--- src/hdl/qrs_pkg.sv ---
package qrs_pkg;

  localparam int COEF_WIDTH = 16;
  localparam int FRAC_BITS  = 16;
  localparam int IN_W       = 16;
  localparam int OUT_W      = 48;
  localparam int ST_W       = 2;

  localparam int PROD_W = 2 * COEF_WIDTH;
  // discriminant width, capped at 64 bits for the widest coefficients
  localparam int D_W    = (2 * COEF_WIDTH + 1 > 64) ? 64 : 2 * COEF_WIDTH + 1;
  localparam int PAIRS  = (D_W + 1) / 2;
  localparam int DP_W   = 2 * PAIRS;
  localparam int SQ_N   = PAIRS + FRAC_BITS;
  localparam int Q_W    = SQ_N;
  localparam int R_W    = Q_W + 2;
  localparam int BASE_W = COEF_WIDTH + FRAC_BITS + 1;
  localparam int NUM_W  = ((BASE_W > Q_W + 1) ? BASE_W : Q_W + 1) + 1;
  localparam int DV_W   = COEF_WIDTH + 1;

  localparam logic [ST_W-1:0] ST_REAL  = 2'd0;
  localparam logic [ST_W-1:0] ST_NONE  = 2'd1;
  localparam logic [ST_W-1:0] ST_DEGEN = 2'd2;

  typedef logic signed [COEF_WIDTH-1:0] coef_t;

  typedef struct packed {
    logic [ST_W-1:0] status;
    coef_t           a;
    coef_t           b;
  } meta_t;

endpackage

--- src/hdl/qrs_sqrt.sv ---
module qrs_sqrt (
  input  logic                            clk,
  input  logic                            rst,
  input  logic                            en,
  input  logic                            in_valid,
  input  logic [qrs_pkg::D_W-1:0]         in_d,
  input  qrs_pkg::meta_t                  in_meta,
  output logic                            out_valid,
  output logic [qrs_pkg::Q_W-1:0]         out_s,
  output qrs_pkg::meta_t                  out_meta
);

  localparam int N = qrs_pkg::SQ_N;

  logic                          v  [N+1];
  logic [qrs_pkg::DP_W-1:0]      d  [N+1];
  logic [qrs_pkg::R_W-1:0]       rm [N+1];
  logic [qrs_pkg::Q_W-1:0]       q  [N+1];
  qrs_pkg::meta_t                m  [N+1];

  assign v[0]  = in_valid;
  assign d[0]  = qrs_pkg::DP_W'(in_d);
  assign rm[0] = '0;
  assign q[0]  = '0;
  assign m[0]  = in_meta;

  // one result bit per stage, most significant first
  for (genvar k = 0; k < N; k++) begin : g_step
    localparam int I = N - 1 - k;
    logic [1:0]              pair;
    logic [qrs_pkg::R_W-1:0] rs, trial;
    logic                    ge;

    if (I >= qrs_pkg::FRAC_BITS) begin : g_pair
      assign pair = d[k][2*(I-qrs_pkg::FRAC_BITS) +: 2];
    end else begin : g_zero
      assign pair = 2'b00;
    end

    assign rs    = {rm[k][qrs_pkg::R_W-3:0], pair};
    assign trial = {q[k], 2'b01};
    assign ge    = (rs >= trial);

    always_ff @(posedge clk) begin
      if (rst) begin
        v[k+1] <= 1'b0;
      end else if (en) begin
        v[k+1] <= v[k];
      end
    end

    always_ff @(posedge clk) begin
      if (en) begin
        d[k+1]  <= d[k];
        rm[k+1] <= ge ? rs - trial : rs;
        q[k+1]  <= {q[k][qrs_pkg::Q_W-2:0], ge};
        m[k+1]  <= m[k];
      end
    end
  end

  assign out_valid = v[N];
  assign out_s     = q[N];
  assign out_meta  = m[N];

endmodule

--- config.mk ---
export PLATFORM = sky130hd
export DESIGN_NAME = qrs_sqrt
export DESIGN_NICKNAME = d
export VERILOG_FILES = /design/src/hdl/qrs_pkg.sv /design/src/hdl/qrs_sqrt.sv
export SDC_FILE = /design/constraint.sdc
export NUM_CORES = 2
export LEC_CHECK = 0
export BUFFER_PORTS_ARGS = -buffer_cell sky130_fd_sc_hd__buf_2
export CAP_MARGIN = 20
export CORE_UTILIZATION = 63
export CTS_CLUSTER_SIZE = 12
export DETAILED_ROUTE_END_ITERATION = 8
export HOLD_SLACK_MARGIN = 0.15
export PLACE_DENSITY = 0.89
export SYNTH_ARGS = -nofsm -noshare
export SYNTH_HDL_FRONTEND = slang
export SYNTH_SLANG_ARGS = --single-unit
--- constraint.sdc ---
create_clock -name clk -period 4.3 [get_ports clk]
set_clock_uncertainty 0.05 [all_clocks]
set_input_delay 0.86 -clock clk [delete_from_list [all_inputs] [get_ports clk]]
set_output_delay 0.86 -clock clk [all_outputs]
set_load 0.005 [all_outputs]
# [Yosys cells after proc, flatten, opt, wreduce, memory -nomap -nowiden]
# Cells that the tools add are included.
[totals] ff_bits=3013 ram_bits=0 out_inout_bits=68 inputBits=71 latch_bits=0 memories=0 romBits=0
[op_classes] n_eq_ne=0 n_mux=32 order_cmp=33 addsub=32 n_mul=0 shifts=0 n_bitwise=0 n_reduce_logical=0 n_div=0
[ops] cell="2-to-1 mux 33 bit" n=31
[ops] cell="greater-or-equal comparator 35 x 10 -> 1 bit" n=1
[ops] cell="greater-or-equal comparator 35 x 11 -> 1 bit" n=1
[ops] cell="greater-or-equal comparator 35 x 12 -> 1 bit" n=1
[ops] cell="greater-or-equal comparator 35 x 13 -> 1 bit" n=1
[ops] cell="greater-or-equal comparator 35 x 14 -> 1 bit" n=1
[ops] cell="greater-or-equal comparator 35 x 15 -> 1 bit" n=1
[ops] cell="greater-or-equal comparator 35 x 16 -> 1 bit" n=1
[ops] cell="greater-or-equal comparator 35 x 17 -> 1 bit" n=1
[ops] cell="greater-or-equal comparator 35 x 18 -> 1 bit" n=1
[ops] cell="greater-or-equal comparator 35 x 19 -> 1 bit" n=1
[ops] cell="greater-or-equal comparator 35 x 20 -> 1 bit" n=1
[ops] cell="greater-or-equal comparator 35 x 21 -> 1 bit" n=1
[ops] cell="greater-or-equal comparator 35 x 22 -> 1 bit" n=1
[ops] cell="greater-or-equal comparator 35 x 23 -> 1 bit" n=1
[ops] cell="greater-or-equal comparator 35 x 24 -> 1 bit" n=1
[ops] cell="greater-or-equal comparator 35 x 25 -> 1 bit" n=1
[ops] cell="greater-or-equal comparator 35 x 26 -> 1 bit" n=1
[ops] cell="greater-or-equal comparator 35 x 27 -> 1 bit" n=1
[ops] cell="greater-or-equal comparator 35 x 28 -> 1 bit" n=1
[ops] cell="greater-or-equal comparator 35 x 29 -> 1 bit" n=1
[ops] cell="greater-or-equal comparator 35 x 3 -> 1 bit" n=1
[ops] cell="greater-or-equal comparator 35 x 30 -> 1 bit" n=1
[ops] cell="greater-or-equal comparator 35 x 31 -> 1 bit" n=1
[ops] cell="other kinds (43)" n=43

# [Depth between registers and ports, before layout]
[logic_depth] ltp_word=2 ltp_mapped=15 mapped_depth_nobuf=14

# [Worst setup path before layout]
# No wires, ideal clock.
[synth_timing] kind="register to register" start="register rm (netlist bit g_step[28].rs[2])" end="register rm (netlist bit g_step[29].rs[16]) (data pin)" setup_ps=260 setup_slack_ps=509 t_required_ps=3990 synth_period_minus_slack_ps=3791 arrival_ps=3481 stages_incl_launch_ff=11 path_cell_list="edfxtp_1 > ha_1 > a211o_1 > a2111oi_2 > o211a_1 > o31ai_1 > nor3b_1 > o41ai_2 > o21ai_2 > a2111oi_4 > mux2_2"
[synth_via] elab_chain_cells=2
[synth_lines] item="from (decl)" line="qrs_sqrt.sv:17" rtl="logic [qrs_pkg::R_W-1:0] rm [N+1];"
[synth_lines] item="from (signal, indexed assignment)" line="qrs_sqrt.sv:55" rtl="rm[k+1] <= ge ? rs - trial : rs;"
[synth_lines] item="subtractor 33 x 30 -> 33 bit / greater-or-equal comparator 35 x 30 -> 1 bit (equally long branches)" line="qrs_sqrt.sv:55, qrs_sqrt.sv:42"
[synth_lines] item="2-to-1 mux 33 bit *" line="qrs_sqrt.sv:55"
# Mark *: on every way between the ends. The rest lies on a longest branch, timed or not.
# A chain may end at the register's enable or synchronous reset.

# [Worst setup path after layout]
[layout_timing] start="register q (netlist bit g_step[26].trial[3])" end="register rm (netlist bit g_step[27].rs[4]) (data pin)"
[layout_via] elab_chain_cells=2
[layout_lines] item="from (decl)" line="qrs_sqrt.sv:18" rtl="logic [qrs_pkg::Q_W-1:0] q [N+1];"
[layout_lines] item="from (signal, indexed assignment)" line="qrs_sqrt.sv:56" rtl="q[k+1] <= {q[k][qrs_pkg::Q_W-2:0], ge};"
[layout_lines] item="greater-or-equal comparator 35 x 28 -> 1 bit" line="qrs_sqrt.sv:42" rtl="assign ge = (rs >= trial);"
[layout_lines] item="2-to-1 mux 33 bit" line="qrs_sqrt.sv:55"
# No other way between the ends.

==> summary.md <==
| Metric | Value |
|---|---|
| Status | `complete, no violations` |
| TritonCTS buffer count | `320` |
| Critical path class | `register to register` |
| Post-Place Worst Slack | `260 ps` |
| Number of post-CTS setup repair buffers | `0` |
| Vias in the first global route | `76.2k` |
| Die area | `208000 sq um` |
| Worst Hold Slack | `328 ps` |
| EDFF count, synth | `2941` |
| Max incr delay on CP | `570 ps` |
| Register area share after synthesis | `68.4%` |
| Total Routed Length | `253000 microns` |
| Worst EP arrival | `4720 ps` |
| Io pins | `139` |
| Die W | `456 microns` |
| Yosys cell types | `92` |
| Post-DR vias/cell | `5.97` |
| Mapped Area | `130000 sq um` |
| Clk_lat worst skew | `950 ps` |
| Kind of end point of the critical path | `register` |
| Busiest grt layer | `met2` |
| Syn nets | `10.0k` |
| RSZ-0062 raised after global routing | `no` |
| Critical-path cell list | `inv_1, ha_1, a211oi_1, o211ai_1, a41oi_1, o31ai_1, o21a_1, nand3_1, o21ai_2, buf_12, mux2_2` |
| H-tree Lvls | `5` |
| Slew Viols, Final | `0` |
| Final hold vios | `0` |
| Setup TNS | `0 ps` |
| Share of cells above drive strength 1 | `8.56%` |
| Crit path launch type | `register` |
| Global-route wire length before repair | `405000 microns` |
| GPL Wtd Cong | `0.928` |
| Crit path max fanout | `43` |
| CTS Sinks | `2974` |
| DRC viols | `0` |
| Layout Nets | `10.5k` |
| Largest net degree at the start of global routing | `132` |
| Drt pass-1 iters | `9` |
| Synth Register Bits | `2974` |
| Core area | `205000 sq um` |
| Ys async rst share | `0%` |
| Worst Path Buf+Inv | `2` |
| Initial cell density of the core | `63.5%` |
| GRT overflow | `0` |
| Hpwl dp | `168000 microns` |
| DRT antenna net count | `0` |
| Max Cap Viol | `0` |
| Slew @ Worst Pin | `1040 ps` |
| Iter 0 DRT Violations | `7972` |
| M1 GR Usage | `33.7%` |
| Worst Path Required | `4850 ps` |
| Synthesis-to-finish area growth | `11.3%` |
| Synthesis Warnings | `0` |
| Crit path max-delay family | `compound AO/OA/AOI/OAI gates` |
| Max_slew headroom | `30.3%` |
| Maximum clock path buffer count | `4` |
| PortBufs | `138` |
| Final setup vio count | `0` |
| Leading area contributor after synthesis | `edfxtp_1` |
| Most common cell after layout, fill and taps aside | `edfxtp_1` |
| Synth Flop Type | `edfxtp_1` |
| GR Layer Usage met3 | `4.09%` |
| Routed wire length per instance | `20.0 microns` |
| Worst VDD drop | `0.000466 V` |
| Clk slew on worst S/H paths | `60 ps` |
| Power per cell area | `535 nW/um^2` |
| Hold crit path type | `register to register` |
| Avg Inst Size Synth | `13.9 sq um` |
| Clock root buffer | `clkbuf_16` |
| GRT Util Overall | `24.3%` |
| FMAX | `240 MHz` |
| Commonest cells after routing, fill and taps aside | `edfxtp_1 (2941), inv_1 (714), nor2_1 (618), a21oi_1 (573), ha_1 (562)` |
| Fin crit period | `4160 ps` |
| Final WS setup | `136 ps` |
| Initial antenna violation count | `7` |
| Row count | `166` |
| Top-area cell type share of the netlist area | `67.9%` |
| Highest-delay cell along the critical path | `o31ai_1` |
| Most area-consuming cells after synthesis | `edfxtp_1 (68%), ha_1 (5.4%), xor2_1 (2.6%)` |
| Chip Height | `456 microns` |
| DR vias | `75.7k` |
| Tcrit/Tclk final | `96.8%` |
| CTS tree | `done` |
| Synthesized instance count | `9356` |
| Leakage | `55.1 nW` |
| Grt met2 use | `39.9%` |
[through the flow]
step	total power, mW	cell area [sq um]	utilization, %	cells
global placement	52.4	135000	65.9	12100
detailed placement	52.9	135000	65.9	12100
global route	80.8	145000	70.7	12700
finish	77.4	145000	70.7	12700
floorplan	48.4	130000	-	9356
CTS	77.7	145000	70.7	12700
[registers in the layout, indices dropped and copies added (netlist names)]
signal and cells:
m 1088, g_step.rs 986, g_step.trial 528, d 272, out_meta 34, out_s 33, v 32, out_valid 1
[timing repair]
| action | CTS | global route |
|---|---|---|
| endpoints found under the setup margin | 0 | 9 |
| gates resized for setup | 0 | 4 |
| hold endpoints to repair | 68 | 0 |
| hold buffers | 68 | 0 |
[synth_stat cells, types with 11 or more instances]
| master | number |
|---|---|
| edfxtp_1 | 2941 |
| inv_1 | 714 |
| nor2_1 | 618 |
| a21oi_1 | 575 |
| ha_1 | 562 |
| nand2_1 | 527 |
| o21ai_0 | 411 |
| xor2_1 | 387 |
| xnor2_1 | 386 |
| a21o_1 | 265 |
| nor3_1 | 213 |
| nand3_1 | 140 |
| clkbuf_1 | 131 |
| nor4_1 | 114 |
| mux2_2 | 108 |
| nand2b_1 | 103 |
| o21a_1 | 98 |
| nor2b_1 | 77 |
| or3_1 | 71 |
| o31ai_1 | 64 |
| nand4_1 | 60 |
| a211oi_1 | 54 |
| or4_1 | 53 |
| and3_1 | 49 |
| o21bai_1 | 46 |
| a31oi_1 | 42 |
| mux2i_1 | 40 |
| or2_2 | 39 |
| buf_4 | 37 |
| dfxtp_1 | 33 |
| o211ai_1 | 32 |
| a21boi_0 | 27 |
| and2_1 | 27 |
| nand3b_1 | 23 |
| buf_1 | 20 |
| a31o_2 | 16 |
| fa_1 | 15 |
| a2111oi_0 | 14 |
| o2111ai_1 | 14 |
| nor3b_1 | 12 |
| o41ai_1 | 12 |
| a211o_1 | 11 |
[worst reg2reg max path: cells and delay by family (launching register included)]
| family | cells | cell delay (ps) |
|---|---|---|
| adders and majority gates | 1 | 320 |
| muxes | 1 | 500 |
| DFF | 1 | 550 |
| AOI/OAI and AO/OA | 6 | 1860 |
| buffers and inverters | 2 | 400 |
| and+or+nand+nor | 1 | 190 |
[cells by family (layout without fill, tap and decap cells)]
family          Yosys count  count (layout)  share of synthesized area (%)
compound gates         1788            1788                           8.59
xor+xnor                773             773                           5.21
fa+ha+maj               577             577                           5.64
buf+inv                 920            1554                           2.78
flops                  2974            2974                           68.4
mux                     148             148                           1.24
other cells               1               3                        0.00288
simple gates           2175            2175                           8.11
[worst paths after layout]
check / from / end / slack, ps / cells past startpoint
worst max-delay path: g_step[26].trial[3] / g_step[27].rs[4] / 140 / 11
worst min-delay path: m[629] / m[595] / 330 / 0
worst max register to register: g_step[26].trial[3] / g_step[27].rs[4] / 140 / 11
worst min register to register: m[629] / m[595] / 330 / 0
[power breakdown]
| group | total (mW) | switching (mW) | internal [mW] |
|---|---|---|---|
| clock | 24.6 | 10.4 | 14.2 |
| sequential | 38.3 | 2.16 | 36.2 |
| combinational | 14.5 | 8.30 | 6.18 |
[final cells by class]
class	count	area (sq um)
multi-input combinational	5462	37500
timing repair buffer	362	3080
tap	2688	3360
antenna	2	5.00
sequential	2974	89000
clock buffer	386	8350
fill	12800	60100
inverter	722	2710
clock inverter	84	707
[per-layer routing]
metal / share of wire (%) / vias to the layer above
li1: - / 35600
met1: 43 / 36800
met2: 48 / 2759
met3: 6.8 / 540
met4: 2.5 / 2
met5: 0.0051 / -
Power figures use the tool's default switching activity.
